$ cat config.mk
export PLATFORM = sky130hd
export DESIGN_NAME = backpressure_frame_queue_core
export DESIGN_NICKNAME = d
export VERILOG_FILES = /design/src/hdl/bfq_pkg.sv /design/src/hdl/bfq_slot_ram.sv /design/src/hdl/bfq_alu.sv /design/src/hdl/bfq_seq.sv /design/src/hdl/backpressure_frame_queue_core.sv
export SDC_FILE = /design/constraint.sdc
export NUM_CORES = 1
export LEC_CHECK = 0
export BUFFER_PORTS_ARGS = -buffer_cell sky130_fd_sc_hd__buf_2
export CORE_MARGIN = 2
export CORE_UTILIZATION = 40
export DETAILED_ROUTE_END_ITERATION = 8
export GPL_TIMING_DRIVEN = 1
export MAX_ROUTING_LAYER = met4
export PLACE_DENSITY = 0.64
export SYNTH_ARGS = -nofsm -noshare
export SYNTH_HDL_FRONTEND = slang
export SYNTH_SLANG_ARGS = --single-unit
$ cat constraint.sdc
create_clock -name clk -period 10.87 [get_ports clk]
set_input_delay 1.6305 -clock clk [delete_from_list [all_inputs] [get_ports clk]]
set_output_delay 1.6305 -clock clk [all_outputs]
set_load 0.05 [all_outputs]
$ cat src/hdl/bfq_pkg.sv
// shared types and constants for the backpressure frame queue
// used by every module of the block; depends on nothing

package bfq_pkg;

  localparam int QUEUE_DEPTH = 16;
  localparam int ADDR_W      = (QUEUE_DEPTH > 1) ? $clog2(QUEUE_DEPTH) : 1;
  localparam int CNT_W       = $clog2(QUEUE_DEPTH + 1);
  localparam int LEN_W       = 16;
  localparam int BYTES_W     = 24;
  localparam int SUM_W       = BYTES_W + 1;
  localparam int OUT_W       = 5;

  localparam logic [BYTES_W-1:0] LIMIT_RESET = 24'd1048576;

  localparam logic CMD_ENQUEUE = 1'b0;
  localparam logic CMD_DRAIN   = 1'b1;

  // m_tdata field offsets, lowest first
  localparam int OUT_DROP_LSB     = 0;
  localparam int OUT_RETIRED_BIT  = 5;
  localparam int OUT_BYTES_LSB    = 6;
  localparam int OUT_FRAMES_LSB   = 30;
  localparam int OUT_INTEREST_BIT = 35;

  typedef logic [ADDR_W-1:0] addr_t;
  typedef logic [CNT_W-1:0]  cnt_t;

  typedef enum logic [2:0] {
    ST_ACCEPTED    = 3'd0,
    ST_OVER_LIMIT  = 3'd1,
    ST_NO_SLOT     = 3'd2,
    ST_DRAINED     = 3'd3,
    ST_DRAIN_EMPTY = 3'd4
  } status_t;

  typedef enum logic {
    ALU_ADD,
    ALU_SUB
  } alu_op_t;

  typedef enum logic [3:0] {
    S_IDLE,
    S_SUM,
    S_CMP,
    S_SCAN_RD,
    S_SCAN_EV,
    S_DEDUCT,
    S_CP_RD,
    S_CP_WR,
    S_APPEND,
    S_DR_RD,
    S_DR_EV,
    S_DR_SUB,
    S_RESULT
  } state_t;

  typedef struct packed {
    logic             low_priority;
    logic [LEN_W-1:0] sent;
    logic [LEN_W-1:0] length;
  } slot_t;

  typedef struct packed {
    logic             cmd;
    logic [LEN_W-1:0] frame_length;
    logic             low_priority;
    logic [LEN_W-1:0] written_bytes;
  } item_t;

  typedef struct packed {
    status_t            status;
    cnt_t               dropped_frames;
    logic               head_retired;
    logic [BYTES_W-1:0] queued_bytes;
    cnt_t               queued_frames;
    logic               write_interest;
  } result_t;

  typedef struct packed {
    logic  we;
    addr_t waddr;
    slot_t wdata;
    logic  re;
    addr_t raddr;
  } ram_req_t;

  typedef struct packed {
    alu_op_t          op;
    logic [SUM_W-1:0] a;
    logic [SUM_W-1:0] b;
  } alu_req_t;

endpackage

$ cat src/hdl/bfq_slot_ram.sv
// slot memory: one write port, one read port with registered read data
// depends on bfq_pkg

module bfq_slot_ram (
  input  logic              clk,
  input  bfq_pkg::ram_req_t req,
  output bfq_pkg::slot_t    rd_data
);

  bfq_pkg::slot_t mem [bfq_pkg::QUEUE_DEPTH];

  always_ff @(posedge clk) begin
    if (req.we) begin
      mem[req.waddr] <= req.wdata;
    end
    if (req.re) begin
      rd_data <= mem[req.raddr];
    end
  end

endmodule

$ cat src/hdl/bfq_alu.sv
// shared add/subtract unit for byte total arithmetic and the limit compare
// depends on bfq_pkg; msb of res is the carry or borrow

module bfq_alu (
  input  bfq_pkg::alu_req_t          req,
  output logic [bfq_pkg::SUM_W:0]    res
);

  always_comb begin
    case (req.op)
      bfq_pkg::ALU_ADD: res = {1'b0, req.a} + {1'b0, req.b};
      bfq_pkg::ALU_SUB: res = {1'b0, req.a} - {1'b0, req.b};
      default:          res = '0;
    endcase
  end

endmodule

$ cat src/hdl/bfq_seq.sv
// sequencer: scans, compacts and updates the slot memory one entry at a time
// depends on bfq_pkg; drives bfq_slot_ram and bfq_alu through request structs

module bfq_seq (
  input  logic                         clk,
  input  logic                         rst,
  input  logic                         in_valid,
  output logic                         in_ready,
  input  bfq_pkg::item_t               in_item,
  input  logic [bfq_pkg::BYTES_W-1:0]  limit,
  output bfq_pkg::ram_req_t            ram_req,
  input  bfq_pkg::slot_t               ram_rd,
  output bfq_pkg::alu_req_t            alu_req,
  input  logic [bfq_pkg::SUM_W:0]      alu_res,
  output logic                         res_valid,
  input  logic                         res_ready,
  output bfq_pkg::result_t             res
);

  bfq_pkg::state_t state, state_next;
  bfq_pkg::cnt_t   count, count_next;
  bfq_pkg::cnt_t   idx, idx_next;
  bfq_pkg::cnt_t   j, j_next;
  bfq_pkg::cnt_t   dropped, dropped_next;
  logic [bfq_pkg::BYTES_W-1:0] total, total_next;
  logic            interest, interest_next;
  bfq_pkg::item_t  item, item_next;
  logic [bfq_pkg::SUM_W-1:0]   acc, acc_next;
  logic [bfq_pkg::LEN_W-1:0]   amount, amount_next;
  logic            retired, retired_next;
  bfq_pkg::status_t status, status_next;

  logic [bfq_pkg::LEN_W-1:0] head_left;
  logic [bfq_pkg::LEN_W-1:0] take;
  logic [bfq_pkg::LEN_W-1:0] sent_new;
  logic [bfq_pkg::CNT_W:0]   j_up;

  always_comb begin
    head_left = ram_rd.length - ram_rd.sent;
    take      = (item.written_bytes < head_left) ? item.written_bytes : head_left;
    sent_new  = ram_rd.sent + take;
    j_up      = {1'b0, j} + 1'b1;
  end

  always_comb begin
    state_next    = state;
    count_next    = count;
    idx_next      = idx;
    j_next        = j;
    dropped_next  = dropped;
    total_next    = total;
    interest_next = interest;
    item_next     = item;
    acc_next      = acc;
    amount_next   = amount;
    retired_next  = retired;
    status_next   = status;
    ram_req       = '0;
    alu_req       = '0;
    in_ready      = (state == bfq_pkg::S_IDLE);
    res_valid     = 1'b0;

    case (state)
      bfq_pkg::S_IDLE: begin
        if (in_valid) begin
          item_next    = in_item;
          idx_next     = '0;
          dropped_next = '0;
          retired_next = 1'b0;
          if (in_item.cmd == bfq_pkg::CMD_ENQUEUE) begin
            state_next = bfq_pkg::S_SUM;
          end else if (count == '0) begin
            status_next   = bfq_pkg::ST_DRAIN_EMPTY;
            interest_next = 1'b0;
            state_next    = bfq_pkg::S_RESULT;
          end else begin
            state_next = bfq_pkg::S_DR_RD;
          end
        end
      end

      bfq_pkg::S_SUM: begin
        alu_req.op = bfq_pkg::ALU_ADD;
        alu_req.a  = bfq_pkg::SUM_W'(total);
        alu_req.b  = bfq_pkg::SUM_W'(item.frame_length);
        acc_next   = alu_res[bfq_pkg::SUM_W-1:0];
        state_next = bfq_pkg::S_CMP;
      end

      bfq_pkg::S_CMP: begin
        // borrow set means the new frame would exceed the limit
        alu_req.op = bfq_pkg::ALU_SUB;
        alu_req.a  = bfq_pkg::SUM_W'(limit);
        alu_req.b  = acc;
        if (alu_res[bfq_pkg::SUM_W]) begin
          state_next = bfq_pkg::S_SCAN_RD;
        end else if (count >= bfq_pkg::CNT_W'(bfq_pkg::QUEUE_DEPTH)) begin
          status_next = bfq_pkg::ST_NO_SLOT;
          state_next  = bfq_pkg::S_RESULT;
        end else begin
          state_next = bfq_pkg::S_APPEND;
        end
      end

      bfq_pkg::S_SCAN_RD: begin
        if (idx >= count) begin
          status_next = bfq_pkg::ST_OVER_LIMIT;
          state_next  = bfq_pkg::S_RESULT;
        end else begin
          ram_req.re    = 1'b1;
          ram_req.raddr = idx[bfq_pkg::ADDR_W-1:0];
          state_next    = bfq_pkg::S_SCAN_EV;
        end
      end

      bfq_pkg::S_SCAN_EV: begin
        if (ram_rd.low_priority) begin
          amount_next = head_left;
          state_next  = bfq_pkg::S_DEDUCT;
        end else begin
          idx_next   = idx + 1'b1;
          state_next = bfq_pkg::S_SCAN_RD;
        end
      end

      bfq_pkg::S_DEDUCT: begin
        alu_req.op   = bfq_pkg::ALU_SUB;
        alu_req.a    = bfq_pkg::SUM_W'(total);
        alu_req.b    = bfq_pkg::SUM_W'(amount);
        total_next   = alu_res[bfq_pkg::BYTES_W-1:0];
        j_next       = idx;
        dropped_next = dropped + 1'b1;
        state_next   = bfq_pkg::S_CP_RD;
      end

      bfq_pkg::S_CP_RD: begin
        // close the gap at j by moving each later entry down one place
        if (j_up < {1'b0, count}) begin
          ram_req.re    = 1'b1;
          ram_req.raddr = j_up[bfq_pkg::ADDR_W-1:0];
          state_next    = bfq_pkg::S_CP_WR;
        end else begin
          count_next = count - 1'b1;
          if (item.cmd == bfq_pkg::CMD_ENQUEUE) begin
            state_next = bfq_pkg::S_SUM;
          end else begin
            if (count == bfq_pkg::CNT_W'(1)) begin
              interest_next = 1'b0;
            end
            state_next = bfq_pkg::S_RESULT;
          end
        end
      end

      bfq_pkg::S_CP_WR: begin
        ram_req.we    = 1'b1;
        ram_req.waddr = j[bfq_pkg::ADDR_W-1:0];
        ram_req.wdata = ram_rd;
        j_next        = j + 1'b1;
        state_next    = bfq_pkg::S_CP_RD;
      end

      bfq_pkg::S_APPEND: begin
        ram_req.we                 = 1'b1;
        ram_req.waddr              = count[bfq_pkg::ADDR_W-1:0];
        ram_req.wdata.low_priority = item.low_priority;
        ram_req.wdata.sent         = '0;
        ram_req.wdata.length       = item.frame_length;
        alu_req.op    = bfq_pkg::ALU_ADD;
        alu_req.a     = bfq_pkg::SUM_W'(total);
        alu_req.b     = bfq_pkg::SUM_W'(item.frame_length);
        total_next    = alu_res[bfq_pkg::BYTES_W-1:0];
        count_next    = count + 1'b1;
        interest_next = 1'b1;
        status_next   = bfq_pkg::ST_ACCEPTED;
        state_next    = bfq_pkg::S_RESULT;
      end

      bfq_pkg::S_DR_RD: begin
        ram_req.re    = 1'b1;
        ram_req.raddr = '0;
        state_next    = bfq_pkg::S_DR_EV;
      end

      bfq_pkg::S_DR_EV: begin
        amount_next = take;
        if (sent_new == ram_rd.length) begin
          retired_next = 1'b1;
        end else begin
          ram_req.we                 = 1'b1;
          ram_req.waddr              = '0;
          ram_req.wdata.low_priority = ram_rd.low_priority;
          ram_req.wdata.sent         = sent_new;
          ram_req.wdata.length       = ram_rd.length;
        end
        state_next = bfq_pkg::S_DR_SUB;
      end

      bfq_pkg::S_DR_SUB: begin
        alu_req.op  = bfq_pkg::ALU_SUB;
        alu_req.a   = bfq_pkg::SUM_W'(total);
        alu_req.b   = bfq_pkg::SUM_W'(amount);
        total_next  = alu_res[bfq_pkg::BYTES_W-1:0];
        status_next = bfq_pkg::ST_DRAINED;
        if (retired) begin
          j_next     = '0;
          state_next = bfq_pkg::S_CP_RD;
        end else begin
          state_next = bfq_pkg::S_RESULT;
        end
      end

      bfq_pkg::S_RESULT: begin
        res_valid = 1'b1;
        if (res_ready) begin
          state_next = bfq_pkg::S_IDLE;
        end
      end

      default: begin
        state_next = bfq_pkg::S_IDLE;
      end
    endcase
  end

  always_comb begin
    res.status         = status;
    res.dropped_frames = dropped;
    res.head_retired   = retired;
    res.queued_bytes   = total;
    res.queued_frames  = count;
    res.write_interest = interest;
  end

  always_ff @(posedge clk) begin
    if (rst) begin
      state    <= bfq_pkg::S_IDLE;
      count    <= '0;
      total    <= '0;
      interest <= 1'b0;
    end else begin
      state    <= state_next;
      count    <= count_next;
      total    <= total_next;
      interest <= interest_next;
    end
  end

  always_ff @(posedge clk) begin
    idx     <= idx_next;
    j       <= j_next;
    dropped <= dropped_next;
    item    <= item_next;
    acc     <= acc_next;
    amount  <= amount_next;
    retired <= retired_next;
    status  <= status_next;
  end

endmodule

$ cat src/hdl/backpressure_frame_queue_core.sv
// byte-limited frame queue with low-priority drop
// s_* channel: one transaction per command; s_tuser is the command (0 enqueue,
// 1 drain), s_tdata carries frame_length, low_priority and written_bytes
// m_* channel: one result transaction per command, status in m_tuser
// cfg_* channel: writes byte_limit, always ready; the user must write it only while
// the block is idle, since the block itself does not enforce it
// the sequencer walks the slot memory one entry per step:
//   enqueue that fits: sum, limit compare, append, result
//   drain on an empty queue: straight to the result
//   drain: read, evaluate and update the head, subtract the bytes sent, and
//   when the head retires, shift every remaining frame down one place
//   enqueue under limit pressure: sum and compare per limit check, read and
//   evaluate per slot scanned, deduct and shift later frames per drop, then finish
// s_tready is high only while the sequencer is idle; one command at a time,
// the next one accepted the cycle after a result enters the output register
// a finished result sits in that register, so the next command can start
// while the receiver stalls; its result waits until the register frees
// reset empties the queue, clears write interest and restores the limit to
// 1048576; slot contents are not cleared and need no sweep
// depends on bfq_pkg, bfq_seq, bfq_alu and bfq_slot_ram

module backpressure_frame_queue_core (
  input  logic        clk,
  input  logic        rst,
  input  logic        s_tvalid,
  output logic        s_tready,
  input  logic [39:0] s_tdata,  // frame_length[15:0], low_priority[16], written_bytes[32:17]
  input  logic        s_tuser,  // cmd
  output logic        m_tvalid,
  input  logic        m_tready,
  output logic [39:0] m_tdata,  // dropped_frames[4:0], head_retired[5], queued_bytes[29:6],
                                // queued_frames[34:30], write_interest[35]
  output logic [2:0]  m_tuser,  // status
  input  logic        cfg_valid,
  output logic        cfg_ready,
  input  logic [23:0] cfg_data
);

  logic [bfq_pkg::BYTES_W-1:0] limit;
  bfq_pkg::item_t    in_item;
  bfq_pkg::ram_req_t ram_req;
  bfq_pkg::slot_t    ram_rd;
  bfq_pkg::alu_req_t alu_req;
  logic [bfq_pkg::SUM_W:0] alu_res;
  logic              res_valid;
  logic              res_ready;
  bfq_pkg::result_t  res;
  bfq_pkg::result_t  out_res;
  logic              out_valid;
  logic [bfq_pkg::CNT_W+bfq_pkg::OUT_W-1:0] drop_ext;
  logic [bfq_pkg::CNT_W+bfq_pkg::OUT_W-1:0] frames_ext;

  assign cfg_ready = 1'b1;

  always_comb begin
    in_item.cmd           = s_tuser;
    in_item.frame_length  = s_tdata[15:0];
    in_item.low_priority  = s_tdata[16];
    in_item.written_bytes = s_tdata[32:17];
  end

  always_ff @(posedge clk) begin
    if (rst) begin
      limit <= bfq_pkg::LIMIT_RESET;
    end else if (cfg_valid && cfg_ready) begin
      limit <= cfg_data;
    end
  end

  bfq_seq u_seq (
    .clk       (clk),
    .rst       (rst),
    .in_valid  (s_tvalid),
    .in_ready  (s_tready),
    .in_item   (in_item),
    .limit     (limit),
    .ram_req   (ram_req),
    .ram_rd    (ram_rd),
    .alu_req   (alu_req),
    .alu_res   (alu_res),
    .res_valid (res_valid),
    .res_ready (res_ready),
    .res       (res)
  );

  bfq_alu u_alu (
    .req (alu_req),
    .res (alu_res)
  );

  bfq_slot_ram u_ram (
    .clk     (clk),
    .req     (ram_req),
    .rd_data (ram_rd)
  );

  // output register parts the sequencer from a stalled receiver
  assign res_ready = !out_valid || m_tready;

  always_ff @(posedge clk) begin
    if (rst) begin
      out_valid <= 1'b0;
    end else if (res_valid && res_ready) begin
      out_valid <= 1'b1;
    end else if (m_tready) begin
      out_valid <= 1'b0;
    end
  end

  always_ff @(posedge clk) begin
    if (res_valid && res_ready) begin
      out_res <= res;
    end
  end

  // counts are reported modulo 32
  assign drop_ext   = {{bfq_pkg::OUT_W{1'b0}}, out_res.dropped_frames};
  assign frames_ext = {{bfq_pkg::OUT_W{1'b0}}, out_res.queued_frames};

  always_comb begin
    m_tvalid = out_valid;
    m_tuser  = out_res.status;
    m_tdata  = '0;
    m_tdata[bfq_pkg::OUT_DROP_LSB +: bfq_pkg::OUT_W]     = drop_ext[bfq_pkg::OUT_W-1:0];
    m_tdata[bfq_pkg::OUT_RETIRED_BIT]                    = out_res.head_retired;
    m_tdata[bfq_pkg::OUT_BYTES_LSB +: bfq_pkg::BYTES_W]  = out_res.queued_bytes;
    m_tdata[bfq_pkg::OUT_FRAMES_LSB +: bfq_pkg::OUT_W]   = frames_ext[bfq_pkg::OUT_W-1:0];
    m_tdata[bfq_pkg::OUT_INTEREST_BIT]                   = out_res.write_interest;
  end

endmodule

==> summary.txt <==
Layout
  • Fillers: 7725
  • Area Overhead vs Synth: 12.9%
  • Nets: 3124
  • Post-layout util: a little under half
  • Post-route cell area: about 39000 um2
  • Fraction of layout cells with a size suffix above 1: 11.3%
  • Antenna Cells: 0

Timing
  • Post-layout min period: slightly below 10 ns
  • F_max: approximately 100 MHz
  • Fin crit share: 90.2%
  • Final setup viols: 0
  • Slew Viols, Final: 0
  • Worst slew margin: 9.87%
  • Final-report hold violation count: 0
  • Hold slack: approximately 0.42 ns
  • Setup TNS: 0 ns
  • RSZ-0062 raised after global routing: false
  • Clock skew: approximately 0.023 ns
  • Worst Tran Pin Value: around 1.4 ns

Floorplanning
  • IO Count: 116
  • Die area: approximately 90000 um2
  • Row count: approximately 110
  • Core box area: 86600 um2
  • Die width: between 200 and 300 um
  • Die Height: ~300 um
  • Initial core utilization: roughly 40%

Pwr
  • Static Leakage: 13.7 nW
  • Cell area power density: around 260 nW/um2
  • Total chip power: ~10 mW
  • Maximum vdd drop: about 0.14 mV

Global routing
  • Global Route Usage Sum: 21.6%
  • Largest net degree at the start of global routing: 183
  • Met3 Use GR: under 10%
  • Global route total overflow: 0
  • M1 GR Usage: 27.3%
  • Top Usage Layer GRT: met2
  • Met2 GRT Util: a little over a third
  • First-pass GRT wire length: between 100 and 150 mm
  • Vias in the first global route: approximately 23000
  • Initial antenna violation count: 0

Detailed routing
  • Average wire per standard cell: 22.9 um
  • Drt total wl: about 96 mm
  • # DRC: 0
  • Final ANT Viol Nets: 0
  • Initial DRC Count: about 2300
  • Routed vias/inst: around 5.8
  • Via count: 24100
  • Total iterations of the first detailed-routing run: 6

Clock network
  • Root buffer cell: clkbuf_16
  • TritonCTS clock tree: yes
  • CTS max path bufs: 3
  • Cts bufs inserted: 79
  • Post-CTS Setup Bufs: 0
  • Clk sinks: ~750
  • Clock Latency Late Sink: about 0.64 ns
  • Hold-fix buffers, CTS: 0
  • Resized cells post-CTS: 0
  • Clk slew on worst S/H paths: about 0.060 ns
  • H-tree depth: 3

Worst setup path
  • Worst path most repeated cell: a21o_1
  • Crit-path max cell delay: roughly 1.0 ns
  • Nature of the critical path startpoint: register
  • Worst-path fanout max: 16
  • CP arrival: about 10 ns
  • Setup CP Type: register to register
  • Critical path endpoint category: register
  • CP required: roughly 11 ns
  • Slowest CP cell: o22ai_1

Yosys
  • Post-synth EDFFs: between 600 and 700
  • Cell taking the most area after synthesis: edfxtp_1
  • Register area share after synthesis: a little over three fifths
  • Post-synth top flop: edfxtp_1
  • Post-Syn Area: 34900 um2
  • Most frequent cells after synthesis: edfxtp_1, nand2_1, a211oi_1
  • Syn. warnings: 0
  • Yosys reg bits: 753
  • Distinct cells, synth: 84
  • Avg Cell Area, Syn: 12.0 um2
  • Ys async rst share: 0%
  • Area contributors post-synth: edfxtp_1, nand2_1, a211oi_1
  • Top-count cell post-synth: edfxtp_1
  • Synth Instances: 2911
  • Share of the synthesized area in the top cell type: between 50 and 60%

Run
  • Maxcap violations: 0

Placement
  • Post-DP HPWL: 56.5 mm
  • Port bufs: ~100
  • Gpl congestion: 0.945
  • DP Area: about 37000 um2

Run status
  • Status: completed

Hold path
  • Hold crit path type: register to register
## layout by cell type (no fill, tap or decap), types with 17 or more instances in the layout
master and n:
nor3_1 24, a22o_1 29, xor2_1 32, nand2_1 457, edfxtp_1 694, and3_1 150, buf_2 103, a22oi_1 19
clkbuf_16 80, nor2_1 106, ha_1 86, mux2i_1 26, o21ai_0 85, buf_4 58, a21o_1 26, a21oi_1 160
a31oi_1 80, nand3_1 40, inv_1 66, dfxtp_1 59, a311oi_1 68, nor2b_1 18, xnor2_1 43, o21a_1 19
o22ai_1 17, a211oi_1 177
## state kept, by name (all words and copies together), names as in the netlist
signal	count
u_ram.rd_data	33
u_seq.retired	1
m_tdata	36
u_seq.item	34
u_seq.interest	1
m_tvalid	1
u_seq.idx	5
u_seq.total	24
u_seq.amount	16
u_seq.j	5
u_seq.dropped	5
limit	24
u_seq.acc	25
m_tuser	3
u_ram.mem	528
u_seq.count	5
u_seq.state	4
u_seq.status	3
## logic make-up (layout without fill, tap and decap cells)
kind of cell	after synthesis	after routing	share of synthesized area [%]
buffers and inverters	261	374	2.94
XOR/XNOR	78	78	2.08
flip-flops	753	753	63.1
AND/OR/NAND/NOR	903	903	12.0
adder cells (fa/ha/maj)	89	89	3.25
multiplexers	35	35	1.04
other	2	5	0.0215
AO/OA/AOI/OAI	790	790	15.6
## final timing paths
| check | start | to | slack, ns | cells after the start |
|---|---|---|---|---|
| max | u_ram.rd_data[0]$_DFFE_PP_ | u_ram.mem[15][25]$_DFFE_PP_ | 1.07 | 30 |
| min | u_seq.status[0]$_DFFE_PP_ | m_tuser[0]$_DFFE_PP_ | 0.42 | 0 |
| max reg2reg | u_ram.rd_data[0]$_DFFE_PP_ | u_ram.mem[15][25]$_DFFE_PP_ | 1.07 | 30 |
| min reg2reg | u_seq.status[0]$_DFFE_PP_ | m_tuser[0]$_DFFE_PP_ | 0.42 | 0 |
## worst max-delay path: cells and delay by family (launching register included)
family	cells	cell delay (ns)
AOI/OAI and AO/OA	16	5.93
DFF	1	0.46
buffers and inverters	3	0.43
adders and majority gates	4	1.25
and+or+nand+nor	7	1.34
## routing by layer
layer	wire length (um)	part of all wire, %	vias to the layer above
met5	0	0	-
li1	-	-	11200
met1	39800	42	11800
met4	3580	3.7	0
met3	6040	6.3	184
met2	46200	48	830
## through the flow
step	std cells	worst slack [ns]
global placement	4039	1.39
global route	4182	0.513
CTS	4182	1.27
floorplan	2914	1.03
detailed placement	4039	1.36
finish	4182	1.07
## cell type report
cell class | count | area, um2 | area share [%]
flip-flops and latches | 753 | 22000 | 55.9
multi-input cells | 1900 | 12100 | 30.6
clock buffers | 97 | 2090 | 5.29
well taps | 1155 | 1450 | 3.67
repair buffers | 163 | 991 | 2.51
clock inverters | 46 | 556 | 1.41
inverters | 68 | 255 | 0.647
## power breakdown
| part | switching, mW | internal, mW | total [mW] |
|---|---|---|---|
| registers | 0.175 | 3.67 | 3.85 |
| clock network | 1.15 | 1.62 | 2.76 |
| logic | 2.37 | 1.31 | 3.68 |
| total | 3.69 | 6.60 | 10.3 |
Note: power is estimated with default switching activity, not from simulation.
